===== src/rtl/core/assert_macros.svh =====
// ----------------------------------------------------------------------------
// Assertion macros
// Shared concurrent assertion forms, clocked on clk_i, muted during reset.
// ----------------------------------------------------------------------------
`ifndef ASSERT_MACROS_SVH
`define ASSERT_MACROS_SVH

// Implication check: whenever ante holds, cons must hold in the same cycle.
`define GLC_ASSERT_IMPL(lbl, ante, cons, msg) \
  lbl: assert property (@(posedge clk_i) disable iff (!rst_ni) (ante) |-> (cons)) \
    else $error(msg);

// Never check: expr must not hold at any clock edge.
`define GLC_ASSERT_NEVER(lbl, expr, msg) \
  lbl: assert property (@(posedge clk_i) disable iff (!rst_ni) !(expr)) \
    else $error(msg);

`endif


===== src/rtl/core/glc_pkg.sv =====
// ----------------------------------------------------------------------------
// glc_pkg
// Types and constants shared by the G-code line cleaner modules.
// ----------------------------------------------------------------------------
`timescale 1ns / 1ps

package glc_pkg;

  localparam logic [7:0] CharUpperN = 8'h4E;
  localparam logic [7:0] CharLowerN = 8'h6E;
  localparam logic [7:0] CharMinus  = 8'h2D;
  localparam logic [7:0] CharStar   = 8'h2A;
  localparam logic [7:0] CharSpace  = 8'h20;

  // Depth of the command queue between front and back, and of the result queue.
  localparam int unsigned CmdDepth = 2;
  localparam int unsigned OutDepth = 4;

  // What the back end does with the command's own character.
  typedef enum logic [1:0] {
    CK_NONE,  // nothing (dropped or leading whitespace)
    CK_HOLD,  // whitespace held until a kept non-space follows
    CK_EMIT   // non-space: flush held whitespace, then emit
  } cmd_kind_e;

  typedef struct packed {
    logic [7:0] ch;
    cmd_kind_e  kind;
    logic       n_emit;  // emit a plain 'N' (with flush) before ch
    logic       last;    // final byte of the line
  } cmd_t;

  typedef struct packed {
    logic [7:0] char_out;
    logic       char_valid;
    logic       line_done;
  } res_t;

endpackage


===== src/rtl/core/glc_fifo.sv =====
// ----------------------------------------------------------------------------
// glc_fifo
// Small register FIFO with occupancy count.
// ----------------------------------------------------------------------------
`timescale 1ns / 1ps

module glc_fifo #(
  parameter int unsigned Width = 8,
  parameter int unsigned Depth = 2
) (
  input  logic                       clk_i,
  input  logic                       rst_ni,
  input  logic                       push_i,
  input  logic [Width-1:0]           data_i,
  output logic                       full_o,
  input  logic                       pop_i,
  output logic [Width-1:0]           data_o,
  output logic                       empty_o,
  output logic [$clog2(Depth+1)-1:0] count_o
);

  localparam int unsigned AddrW = (Depth > 1) ? $clog2(Depth) : 1;
  localparam int unsigned CntW  = $clog2(Depth + 1);

  logic [Width-1:0] mem_q [Depth];
  logic [AddrW-1:0] wr_q, rd_q;
  logic [CntW-1:0]  cnt_q;
  logic             do_push, do_pop;

  assign full_o  = (cnt_q == CntW'(Depth));
  assign empty_o = (cnt_q == '0);
  assign count_o = cnt_q;
  assign data_o  = mem_q[rd_q];
  assign do_push = push_i && !full_o;
  assign do_pop  = pop_i && !empty_o;

  always_ff @(posedge clk_i or negedge rst_ni) begin
    if (!rst_ni) begin
      wr_q  <= '0;
      rd_q  <= '0;
      cnt_q <= '0;
    end else begin
      if (do_push) begin
        wr_q <= (wr_q == AddrW'(Depth - 1)) ? '0 : wr_q + AddrW'(1);
      end
      if (do_pop) begin
        rd_q <= (rd_q == AddrW'(Depth - 1)) ? '0 : rd_q + AddrW'(1);
      end
      if (do_push && !do_pop) begin
        cnt_q <= cnt_q + CntW'(1);
      end else if (do_pop && !do_push) begin
        cnt_q <= cnt_q - CntW'(1);
      end
    end
  end

  always_ff @(posedge clk_i) begin
    if (do_push) begin
      mem_q[wr_q] <= data_i;
    end
  end

endmodule


===== src/rtl/core/glc_front.sv =====
// ----------------------------------------------------------------------------
// glc_front
// Accepts raw bytes, tracks line-number and checksum scanning, and issues
// one command per byte that has an effect on the output.
// ----------------------------------------------------------------------------
`timescale 1ns / 1ps

module glc_front #(
  parameter int unsigned LineBuffer = 64
) (
  input  logic          clk_i,
  input  logic          rst_ni,
  input  logic          push_i,
  input  logic [7:0]    char_in_i,
  input  logic          line_end_i,
  input  logic          cmd_full_i,
  output logic          cmd_push_o,
  output glc_pkg::cmd_t cmd_o
);

  localparam int unsigned WcW = $clog2(LineBuffer);

  localparam logic [1:0] SM_NORMAL = 2'd0;
  localparam logic [1:0] SM_NPEND  = 2'd1;
  localparam logic [1:0] SM_NUMBER = 2'd2;
  localparam logic [1:0] SM_CHKSUM = 2'd3;

  logic [1:0]     mode_q, mode_d;
  logic [WcW-1:0] wc_q, wc_d;
  logic           ts_q, ts_d;
  logic           accept;
  glc_pkg::cmd_t  cmd;

  function automatic logic is_ws(input logic [7:0] c);
    return (c == glc_pkg::CharSpace) || (c >= 8'h09 && c <= 8'h0D);
  endfunction

  function automatic logic is_num(input logic [7:0] c);
    return (c >= 8'h30 && c <= 8'h39) || (c == glc_pkg::CharMinus);
  endfunction

  assign accept = push_i && !cmd_full_i;

  always_comb begin
    logic           do_normal;
    logic [WcW-1:0] wc_eff;
    logic [7:0]     cu;

    mode_d    = mode_q;
    wc_d      = wc_q;
    ts_d      = ts_q;
    do_normal = 1'b0;
    cu        = char_in_i;
    cmd.ch     = char_in_i;
    cmd.kind   = glc_pkg::CK_NONE;
    cmd.n_emit = 1'b0;
    cmd.last   = line_end_i;

    unique case (mode_q)
      SM_NPEND: begin
        if (is_num(char_in_i)) begin
          mode_d = SM_NUMBER;
        end else begin
          mode_d     = SM_NORMAL;
          cmd.n_emit = 1'b1;
          ts_d       = 1'b1;
          do_normal  = 1'b1;
        end
      end
      SM_NUMBER: begin
        if (is_num(char_in_i)) begin
          mode_d = SM_NUMBER;
        end else if (char_in_i == glc_pkg::CharSpace) begin
          mode_d = SM_NORMAL;
        end else begin
          mode_d    = SM_NORMAL;
          do_normal = 1'b1;
        end
      end
      SM_CHKSUM: begin
        if (!(char_in_i >= 8'h30 && char_in_i <= 8'h39)) begin
          mode_d    = SM_NORMAL;
          do_normal = 1'b1;
        end
      end
      default: begin
        do_normal = 1'b1;
      end
    endcase

    // The pending 'N' counts as one accepted byte.
    wc_eff = wc_q + WcW'(cmd.n_emit);
    wc_d   = wc_eff;

    if (do_normal && (wc_eff < WcW'(LineBuffer - 1))) begin
      priority if (char_in_i == glc_pkg::CharStar) begin
        mode_d = SM_CHKSUM;
      end else if ((char_in_i == glc_pkg::CharUpperN || char_in_i == glc_pkg::CharLowerN)
                   && !line_end_i) begin
        mode_d = SM_NPEND;
      end else begin
        if (char_in_i >= 8'h61 && char_in_i <= 8'h7A) begin
          cu = char_in_i - 8'd32;
        end
        cmd.ch = cu;
        wc_d   = wc_eff + WcW'(1);
        if (is_ws(cu)) begin
          cmd.kind = ts_d ? glc_pkg::CK_HOLD : glc_pkg::CK_NONE;
        end else begin
          cmd.kind = glc_pkg::CK_EMIT;
          ts_d     = 1'b1;
        end
      end
    end

    if (line_end_i) begin
      mode_d = SM_NORMAL;
      wc_d   = '0;
      ts_d   = 1'b0;
    end
  end

  // Drop bytes that neither emit, hold nor end the line.
  assign cmd_push_o = accept && (cmd.last || cmd.n_emit || (cmd.kind != glc_pkg::CK_NONE));
  assign cmd_o      = cmd;

  always_ff @(posedge clk_i or negedge rst_ni) begin
    if (!rst_ni) begin
      mode_q <= SM_NORMAL;
      wc_q   <= '0;
      ts_q   <= 1'b0;
    end else if (accept) begin
      mode_q <= mode_d;
      wc_q   <= wc_d;
      ts_q   <= ts_d;
    end
  end

endmodule


===== src/rtl/core/glc_back.sv =====
// ----------------------------------------------------------------------------
// glc_back
// Executes commands: holds whitespace in a local store, flushes it ahead of
// kept characters, emits characters and end markers into the result queue.
// ----------------------------------------------------------------------------
`timescale 1ns / 1ps

`include "assert_macros.svh"

module glc_back #(
  parameter int unsigned LineBuffer = 64
) (
  input  logic          clk_i,
  input  logic          rst_ni,
  input  logic          cmd_valid_i,
  input  glc_pkg::cmd_t cmd_i,
  output logic          cmd_pop_o,
  input  logic          pop_i,
  output logic          empty_o,
  output logic [7:0]    char_out_o,
  output logic          char_valid_o,
  output logic          line_done_o
);

  localparam int unsigned CntW    = $clog2(LineBuffer);
  localparam int unsigned IdxW    = $clog2(LineBuffer - 1);
  localparam int unsigned OutCntW = $clog2(glc_pkg::OutDepth + 1);

  logic [7:0]         store_q [LineBuffer - 1];
  logic [7:0]         rdata_q;
  logic [CntW-1:0]    pend_q, flush_idx_q, pend_base;
  logic               n_done_q;
  logic               stg_valid_q, stg_mem_q;
  glc_pkg::res_t      stg_res_q, stg_res_d, out_res, out_head;
  logic [OutCntW-1:0] out_count;
  logic [OutCntW:0]   occ;
  logic               room, emits;
  logic               want_flush, want_n, want_c, want_mark, want_any;
  logic               sel_flush, sel_n, sel_c, sel_mark, issue, final_step;
  logic               out_full;

  assign occ  = {1'b0, out_count} + (OutCntW + 1)'(stg_valid_q);
  assign room = occ < (OutCntW + 1)'(glc_pkg::OutDepth);

  assign emits      = cmd_i.n_emit || (cmd_i.kind == glc_pkg::CK_EMIT);
  assign want_flush = emits && !n_done_q && (flush_idx_q < pend_q);
  assign want_n     = cmd_i.n_emit && !n_done_q;
  assign want_c     = (cmd_i.kind == glc_pkg::CK_EMIT);
  assign want_mark  = cmd_i.last && !emits;
  assign want_any   = want_flush || want_n || want_c || want_mark;

  // Held whitespace first, then the 'N', then the character itself.
  assign sel_flush = want_flush;
  assign sel_n     = !want_flush && want_n;
  assign sel_c     = !want_flush && !want_n && want_c;
  assign sel_mark  = !want_flush && !want_n && !want_c && want_mark;

  assign issue      = cmd_valid_i && room && want_any;
  assign final_step = sel_c || (sel_n && !want_c) || sel_mark;
  assign cmd_pop_o  = cmd_valid_i && (!want_any || (room && final_step));
  assign pend_base  = emits ? '0 : pend_q;

  always_comb begin
    stg_res_d = '0;
    if (sel_n) begin
      stg_res_d.char_out   = glc_pkg::CharUpperN;
      stg_res_d.char_valid = 1'b1;
      stg_res_d.line_done  = cmd_i.last && !want_c;
    end else if (sel_c) begin
      stg_res_d.char_out   = cmd_i.ch;
      stg_res_d.char_valid = 1'b1;
      stg_res_d.line_done  = cmd_i.last;
    end else if (sel_mark) begin
      stg_res_d.line_done  = 1'b1;
    end
  end

  always_ff @(posedge clk_i or negedge rst_ni) begin
    if (!rst_ni) begin
      pend_q      <= '0;
      flush_idx_q <= '0;
      n_done_q    <= 1'b0;
      stg_valid_q <= 1'b0;
      stg_mem_q   <= 1'b0;
    end else begin
      stg_valid_q <= issue;
      stg_mem_q   <= issue && sel_flush;
      if (cmd_pop_o) begin
        flush_idx_q <= '0;
        n_done_q    <= 1'b0;
        if (cmd_i.last) begin
          pend_q <= '0;
        end else if (cmd_i.kind == glc_pkg::CK_HOLD) begin
          pend_q <= pend_base + CntW'(1);
        end else begin
          pend_q <= pend_base;
        end
      end else if (issue) begin
        if (sel_flush) begin
          flush_idx_q <= flush_idx_q + CntW'(1);
        end
        if (sel_n) begin
          n_done_q <= 1'b1;
        end
      end
    end
  end

  always_ff @(posedge clk_i) begin
    if (issue) begin
      stg_res_q <= stg_res_d;
    end
    if (cmd_pop_o && !cmd_i.last && (cmd_i.kind == glc_pkg::CK_HOLD)) begin
      store_q[pend_base[IdxW-1:0]] <= cmd_i.ch;
    end
    if (issue && sel_flush) begin
      rdata_q <= store_q[flush_idx_q[IdxW-1:0]];
    end
  end

  always_comb begin
    out_res = stg_res_q;
    if (stg_mem_q) begin
      out_res.char_out   = rdata_q;
      out_res.char_valid = 1'b1;
      out_res.line_done  = 1'b0;
    end
  end

  glc_fifo #(
    .Width ($bits(glc_pkg::res_t)),
    .Depth (glc_pkg::OutDepth)
  ) u_out_fifo (
    .clk_i   (clk_i),
    .rst_ni  (rst_ni),
    .push_i  (stg_valid_q),
    .data_i  (out_res),
    .full_o  (out_full),
    .pop_i   (pop_i),
    .data_o  (out_head),
    .empty_o (empty_o),
    .count_o (out_count)
  );

  assign char_out_o   = out_head.char_out;
  assign char_valid_o = out_head.char_valid;
  assign line_done_o  = out_head.line_done;

  `GLC_ASSERT_NEVER(a_out_no_overflow, stg_valid_q && out_full, "result queue overflow")

endmodule


===== src/rtl/core/gcode_line_cleaner_unit.sv =====
// ----------------------------------------------------------------------------
// gcode_line_cleaner_unit
// Cleans one G-code line per request stream: strips line numbers and
// checksums, upper-cases, trims whitespace.
// ----------------------------------------------------------------------------
// The unit takes one byte of a G-code line per input request (push/full) and
// returns the cleaned line as a stream of result requests (empty/pop). An 'N'
// or 'n' followed by a digit or '-' opens a line number; the number and one
// following space are dropped. A '*' and the digits after it are dropped.
// Letters are upper-cased, leading and trailing whitespace is removed, and
// whitespace inside the line is held until a kept non-space byte follows. At
// most LINE_BUFFER-1 bytes of a line count; later bytes are ignored until the
// byte flagged line_end_i. The last result of a line has line_done_o set; a
// line that keeps nothing yields one bare end marker (char_valid_o low,
// char_out_o zero). Timing: the front stage accepts one byte per cycle while
// its two-entry command queue has room. The back stage issues one result per
// cycle (each held whitespace byte, 'N', character or end marker) while the
// result queue has room; a byte that only holds whitespace is retired with no
// result, and bytes with no effect take no back-end time. This emit rate,
// through the whitespace store read port, sets sustained throughput. Results
// go via a staging register to a four-entry queue. No clearing after reset.
// ----------------------------------------------------------------------------
`timescale 1ns / 1ps

`include "assert_macros.svh"

module gcode_line_cleaner_unit #(
  parameter int unsigned LINE_BUFFER = 64
) (
  input  logic       clk_i,
  input  logic       rst_ni,
  input  logic       push,
  output logic       full,
  input  logic [7:0] char_in_i,
  input  logic       line_end_i,
  output logic       empty,
  input  logic       pop,
  output logic [7:0] char_out_o,
  output logic       char_valid_o,
  output logic       line_done_o
);

  localparam int unsigned CmdCntW = $clog2(glc_pkg::CmdDepth + 1);

  glc_pkg::cmd_t      cmd_in, cmd_head;
  logic               cmd_push, cmd_full, cmd_empty, cmd_pop;
  logic [CmdCntW-1:0] cmd_count;

  // Hold input requests off while the command queue is full.
  assign full = cmd_full;

  glc_front #(
    .LineBuffer (LINE_BUFFER)
  ) u_front (
    .clk_i      (clk_i),
    .rst_ni     (rst_ni),
    .push_i     (push),
    .char_in_i  (char_in_i),
    .line_end_i (line_end_i),
    .cmd_full_i (cmd_full),
    .cmd_push_o (cmd_push),
    .cmd_o      (cmd_in)
  );

  // Decouple classification from execution so each side stalls on its own.
  glc_fifo #(
    .Width ($bits(glc_pkg::cmd_t)),
    .Depth (glc_pkg::CmdDepth)
  ) u_cmd_fifo (
    .clk_i   (clk_i),
    .rst_ni  (rst_ni),
    .push_i  (cmd_push),
    .data_i  (cmd_in),
    .full_o  (cmd_full),
    .pop_i   (cmd_pop),
    .data_o  (cmd_head),
    .empty_o (cmd_empty),
    .count_o (cmd_count)
  );

  glc_back #(
    .LineBuffer (LINE_BUFFER)
  ) u_back (
    .clk_i        (clk_i),
    .rst_ni       (rst_ni),
    .cmd_valid_i  (!cmd_empty),
    .cmd_i        (cmd_head),
    .cmd_pop_o    (cmd_pop),
    .pop_i        (pop),
    .empty_o      (empty),
    .char_out_o   (char_out_o),
    .char_valid_o (char_valid_o),
    .line_done_o  (line_done_o)
  );

  // A bare end marker always closes a line and carries a zero character.
  `GLC_ASSERT_IMPL(a_marker_closes_line, !empty && !char_valid_o, line_done_o, "marker not last")
  `GLC_ASSERT_IMPL(a_marker_zero_char, !empty && !char_valid_o, char_out_o == 8'h00, "marker char")
  // The front never issues a command into a full queue.
  `GLC_ASSERT_NEVER(a_cmd_no_overflow, cmd_push && cmd_full, "command queue overflow")
  // Commands are only taken from a non-empty queue whose count agrees.
  `GLC_ASSERT_IMPL(a_cmd_pop_valid, cmd_pop, !cmd_empty && cmd_count != '0, "cmd queue empty")

endmodule


===== config.mk =====
export PLATFORM = sky130hd
export DESIGN_NAME = gcode_line_cleaner_unit
export DESIGN_NICKNAME = d
export VERILOG_FILES = /design/src/rtl/core/glc_pkg.sv /design/src/rtl/core/glc_fifo.sv /design/src/rtl/core/glc_front.sv /design/src/rtl/core/glc_back.sv /design/src/rtl/core/gcode_line_cleaner_unit.sv
export VERILOG_INCLUDE_DIRS = /design/src /design/src/rtl/core
export SDC_FILE = /design/constraint.sdc
export NUM_CORES = 1
export LEC_CHECK = 0
export ABC_AREA = 1
export BUFFER_PORTS_ARGS = -buffer_cell sky130_fd_sc_hd__buf_2
export CAP_MARGIN = 30
export CORE_MARGIN = 2
export CORE_UTILIZATION = 60
export CTS_BUF_LIST = sky130_fd_sc_hd__clkbuf_16
export DETAILED_ROUTE_END_ITERATION = 12
export PLACE_DENSITY_LB_ADDON = 0.15
export SYNTH_ARGS = -nofsm -noshare
export SYNTH_HDL_FRONTEND = slang
export SYNTH_HIERARCHICAL = 1
export SYNTH_SLANG_ARGS = --single-unit

===== constraint.sdc =====
create_clock -name clk_i -period 4.9 [get_ports clk_i]
set_clock_uncertainty 0.2 [all_clocks]
set_input_delay 0.98 -clock clk_i [delete_from_list [all_inputs] [get_ports clk_i]]
set_output_delay 0.98 -clock clk_i [all_outputs]
set_load 0.005 [all_outputs]

* Yosys cells after proc, flatten, opt, wreduce, memory -nomap -nowiden
Memories as Yosys holds them, arrays and structs flattened. A register that Yosys moved wholly into a read port is not among the register bits. Index checks and enable logic that the tools add are counted.
Storage, ports and cells: bits in registers 45, RAM bits 568, word-level logic and storage cells 194, memories kept 3
Operators by class: $add $sub $neg 14, $lt $le $gt $ge 9, eq/ne operators 15, mux-type cells 61, bitwise logic cells 1, reduce and logical (&&, ||, !) cells 73
Memory list:
- u_back.store_q | depth 63, width 8, read ports 1, clocked after memory_dff 1, write ports 1, line glc_back.sv:29 | logic [7:0] store_q [LineBuffer - 1];
- u_back.u_out_fifo.mem_q | depth 4, width 10, read ports 1, clocked after memory_dff 0, write ports 1, line glc_fifo.sv:25 | logic [Width-1:0] mem_q [Depth];
- u_cmd_fifo.mem_q | depth 2, width 12, read ports 1, clocked after memory_dff 0, write ports 1, line glc_fifo.sv:25
Operators with widths (number):
- two-way mux 6 bit | 10
- two-way mux 10 bit | 4
- two-way mux 8 bit | 5
- logical AND 1 bit | 33
- == test 8 x 6 -> 1 bit, second input constant | 4
- two-way mux 1 bit | 27
- two-way mux 2 bit | 11
- adder 6 x 1 -> 6 bit, second input constant | 3
- == test 8 x 7 -> 1 bit, second input constant | 2
- zero test 1 bit | 16
- == test 2 bit, second input constant | 6
- logical OR 1 bit | 12
- nonzero test 2 bit | 6
- >= comparator 8 x 4 -> 1 bit, second input constant | 1
- >= comparator 8 x 6 -> 1 bit, second input constant | 1
- >= comparator 8 x 7 -> 1 bit, second input constant | 1
- less-or-equal comparator 8 x 4 -> 1 bit, second input constant | 1
- less-or-equal comparator 8 x 6 -> 1 bit, second input constant | 1
- less-or-equal comparator 8 x 7 -> 1 bit, second input constant | 1
- subtractor 8 x 6 -> 8 bit, second input constant | 1
- adder 2 x 1 -> 2 bit, second input constant | 3
- adder 6 x 1 -> 6 bit | 1
- < comparator 6 bit | 1
- < comparator 6 bit, second input constant | 1
- other kinds (16) | 21

* Longest topological paths before layout
word-level depth 24, gate-level depth with buffers 30, gate-level depth less buffers 30

* Modules after synthesis
The synthesis kept the hierarchy.
By module, submodules not included:
- glc_back | instances 1, cells an instance 1725, area each 21754.6 sq um, seq. area each 16050.4 sq um
- glc_fifo (u_back.u_out_fifo) | instances 1, cells an instance 177, area each 2085.8 sq um, seq. area each 1376.3 sq um
- glc_front | instances 1, cells an instance 204, area each 1248.7 sq um, seq. area each 225.2 sq um
- glc_fifo (u_cmd_fifo) | instances 1, cells an instance 94, area each 1119.8 sq um, seq. area each 820.8 sq um
- gcode_line_cleaner_unit | instances 1, cells an instance 1, area each 3.8 sq um, seq. area each 0.0 sq um

* Worst setup path before layout
OpenSTA, ideal clock, no wires.
kind input to register, start in char_in_i[2], end mem u_cmd_fifo/mem_q[1][0] (netlist bit) (enable), setup time 0.380 ns, arrival time 3.541 ns, required time 4.320 ns, slack 0.779 ns, cell stages on the path 19, cell sequence buf_6 -> o21ai_0 -> nand2_1 -> nand3_2 -> inv_1 -> ha_1 -> ha_1 -> ha_1 -> nand2_2 -> nor2_4 -> nand3_4 -> nand3_4 -> inv_4 -> nand2_2 -> nand2_1 -> nor2_1 -> nor2_1 -> o21ai_1 -> nor2_1
RTL lines:
- start: declaration | line gcode_line_cleaner_unit.sv:34 | input logic [7:0] char_in_i,
- end: declaration | line glc_fifo.sv:25

==> impl_metrics.csv <==
group,metric,value,unit
run_status,status,"complete, no violations",
worst_setup_path,crit_type,"flop to flop",
grt,grt_overflow,0,
clock_tree,post_cts_buffers,0,
logic_synthesis,syn_avg_cell_area,11.9,um2
worst_setup_path,cp-end-kind,"flop",
final_layout,final_util,66.6,%
clock_tree,cts_sinks,621,
grt,grt_pass1_vias,16700,
timing,finalCritPeriodShare,85.8,%
clock_tree,numCtsBuffers,60,
detailed_routing,drcViolationCount,0,
final_layout,area_delta_synth_final,9.48,%
detailed_routing,dr.pass1.iters,5,
floorplan,fp-row-count,76,
power,power_switching,4.66,mW
power,irDropWorstVdd,358,uV
floorplan,ios,25,
detailed_routing,viasPerCell,6.09,
timing,period_needed,4.21,ns
power,power_density,515,nW/um2
timing,final.setup.tns,0,ns
worst_setup_path,start_kind,"flop",
detailed_routing,wirelength,62700,um
clock_tree,h-tree-depth,2,
logic_synthesis,synth_nets,2238,
power,p_seq_share,47.7,%
timing,fmax,238,MHz
grt,grtUsageTotal,28.3,%
grt,grt_max_degree,91,
timing,rsz0062_at_grt,"false",
detailed_routing,wl_per_cell,22.1,um
floorplan,dieArea,45400,um2
clock_tree,cts_tree,"built",
logic_synthesis,netlist_area,26200,um2
final_layout,drive_above_1_share,9.43,%
floorplan,die_w,213,um
power,internal-power,10.1,mW
floorplan,initial_core_util,60.8,%
timing,setup_viol,0,
clock_tree,clkLatencyLatePin,0.62,ns
worst_setup_path,critPathRequiredTime,4.93,ns
timing,finalHoldViolCount,0,
logic_synthesis,syn_inst,2200,
detailed_routing,drtAntennaViolNets,0,
power,swShare,31.5,%
logic_synthesis,yosysWarnings,6,
final_layout,final_nets,2238,
clock_tree,ctsHoldBuffers,0,
power,power_frac_clock,29.8,%
power,p_leak,10.1,nW
clock_tree,ctsResizeCount,0,
placed_design,gp_congestion,0.896,
detailed_routing,first_iter_violations,1888,
final_layout,layout.cells.non_filler,2834,
worst_setup_path,critPathMaxFanout,22,
clock_tree,cts_buffer_depth,3,
flow_run,maxCapViolations,0,
floorplan,coreArea,43100,um2
clock_tree,clk_pin_slew,0.06,ns
placed_design,dpl.hpwl,37600,um
grt,antenna_found_initial,1,
timing,tightest_slew,0.981,ns
power,p_comb_share,22.5,%
clock_tree,root_buffer,"clkbuf_16",
timing,finalMaxSlewViolations,0,
worst_setup_path,cp.arrival,4.24,ns
worst_hold_path,min_path_type,"input pin to asynchronous set/reset pin",
placed_design,io_buffers,24,
floorplan,dieHeight,213,um
timing,slew_headroom,34.4,%
detailed_routing,vias,17300,
placed_design,place_inst,2722,
grt,grt_pass1_wl,95900,um
-- power groups by stage --
stage                     Combinational, mW  Clock (mW)  Sequential (mW)
after floorplan                        2.20           0             7.06
after global placement                 3.15           0             7.14
after detailed placement               3.28           0             7.15
after CTS                              3.30        4.47             7.04
after global routing                   3.65        4.67             7.07
final                                  3.33        4.40             7.04
-- routing by layer --
metal	GRT usage, %	wire length [um]
met5	0	0
met4	9.09	1980
met3	5.25	5130
met2	45.0	29700
met1	40.1	25900
-- per-stage QoR --
step	total power [mW]	setup slack [ns]	hold slack (ns)	area, um2
final	14.8	0.694	0.291	28700
after detailed placement	10.4	0.417	0.282	26800
after floorplan	9.27	0.779	0.249	26200
after global placement	10.3	0.523	0.264	26700
after global routing	15.4	0.473	0.326	28700
after CTS	14.8	0.761	0.294	28700
-- final cells by class --
class / count / area (um2)
Tap cell: 585 / 732
Clock inverter: 49 / 348
Multi-Input combinational cell: 1333 / 6690
Fill cell: 3125 / 14400
Timing Repair Buffer: 62 / 449
Antenna cell: 1 / 2.50
Sequential cell: 621 / 18500
Clock buffer: 61 / 1530
Inverter: 122 / 467
-- cell usage in the layout, fill, tap and decap left out, types with 3 or more instances in the layout --
cell	instances
a21oi_1	18
buf_2	24
buf_4	33
bufinv_16	5
clkbuf_16	61
clkinv_1	19
clkinv_2	14
clkinvlp_4	3
dfrtp_1	33
edfxtp_1	586
ha_1	24
inv_1	119
inv_2	8
nand2_1	285
nand2_2	17
nand3_1	85
nand3_2	9
nand4_1	28
nand4_4	4
nor2_1	390
nor2_2	7
nor2_4	4
nor3_1	8
o211ai_1	41
o211ai_2	3
o21ai_0	272
o21ai_1	5
o221ai_1	38
o22ai_1	70
xor2_1	6
-- worst max-delay path: stages, from the launching register on --
cell     delay (ns)
dfrtp_1        0.64
inv_2          0.23
nand2_1        0.12
nand2_1        0.15
a21oi_2        0.24
nor2_1         0.07
nand3_2        0.11
nand3_2        0.14
nand3_1        0.10
nand2_1        0.06
nand2_2        0.42
nand3_2        0.53
nor2_1         0.79
-- final timing paths --
path | start | end | slack [ns] | cells past startpoint
max | u_cmd_fifo/rd_q | u_back/store_q[51][3] | 0.69 | 12
min | rst_ni | u_front/mode_q[0] | 0.29 | 1
max reg2reg | u_cmd_fifo/rd_q | u_back/store_q[51][3] | 0.69 | 12
min reg2reg | u_cmd_fifo/wr_q | u_cmd_fifo/wr_q | 0.30 | 2
max in group asynchronous | rst_ni | u_back/flush_idx_q[0] | 3.54 | 1
min in group clk_i | u_cmd_fifo/wr_q | u_cmd_fifo/wr_q | 0.30 | 2
-- sequential cells by signal (all words and copies together) (netlist names), 2 cells and up --
signal                     count
u_front/wc_q                   6
u_back/u_out_fifo/wr_q         2
u_back/u_out_fifo/mem_q       40
u_back/rdata_q                 8
u_back/u_out_fifo/count_o      3
u_back/pend_q                  6
u_back/store_q               504
u_back/flush_idx_q             6
u_back/u_out_fifo/rd_q         2
u_cmd_fifo/count_o             2
u_back/stg_res_q              10
u_cmd_fifo/mem_q              24
u_front/mode_q                 2
Power figures use the tool's default switching activity.
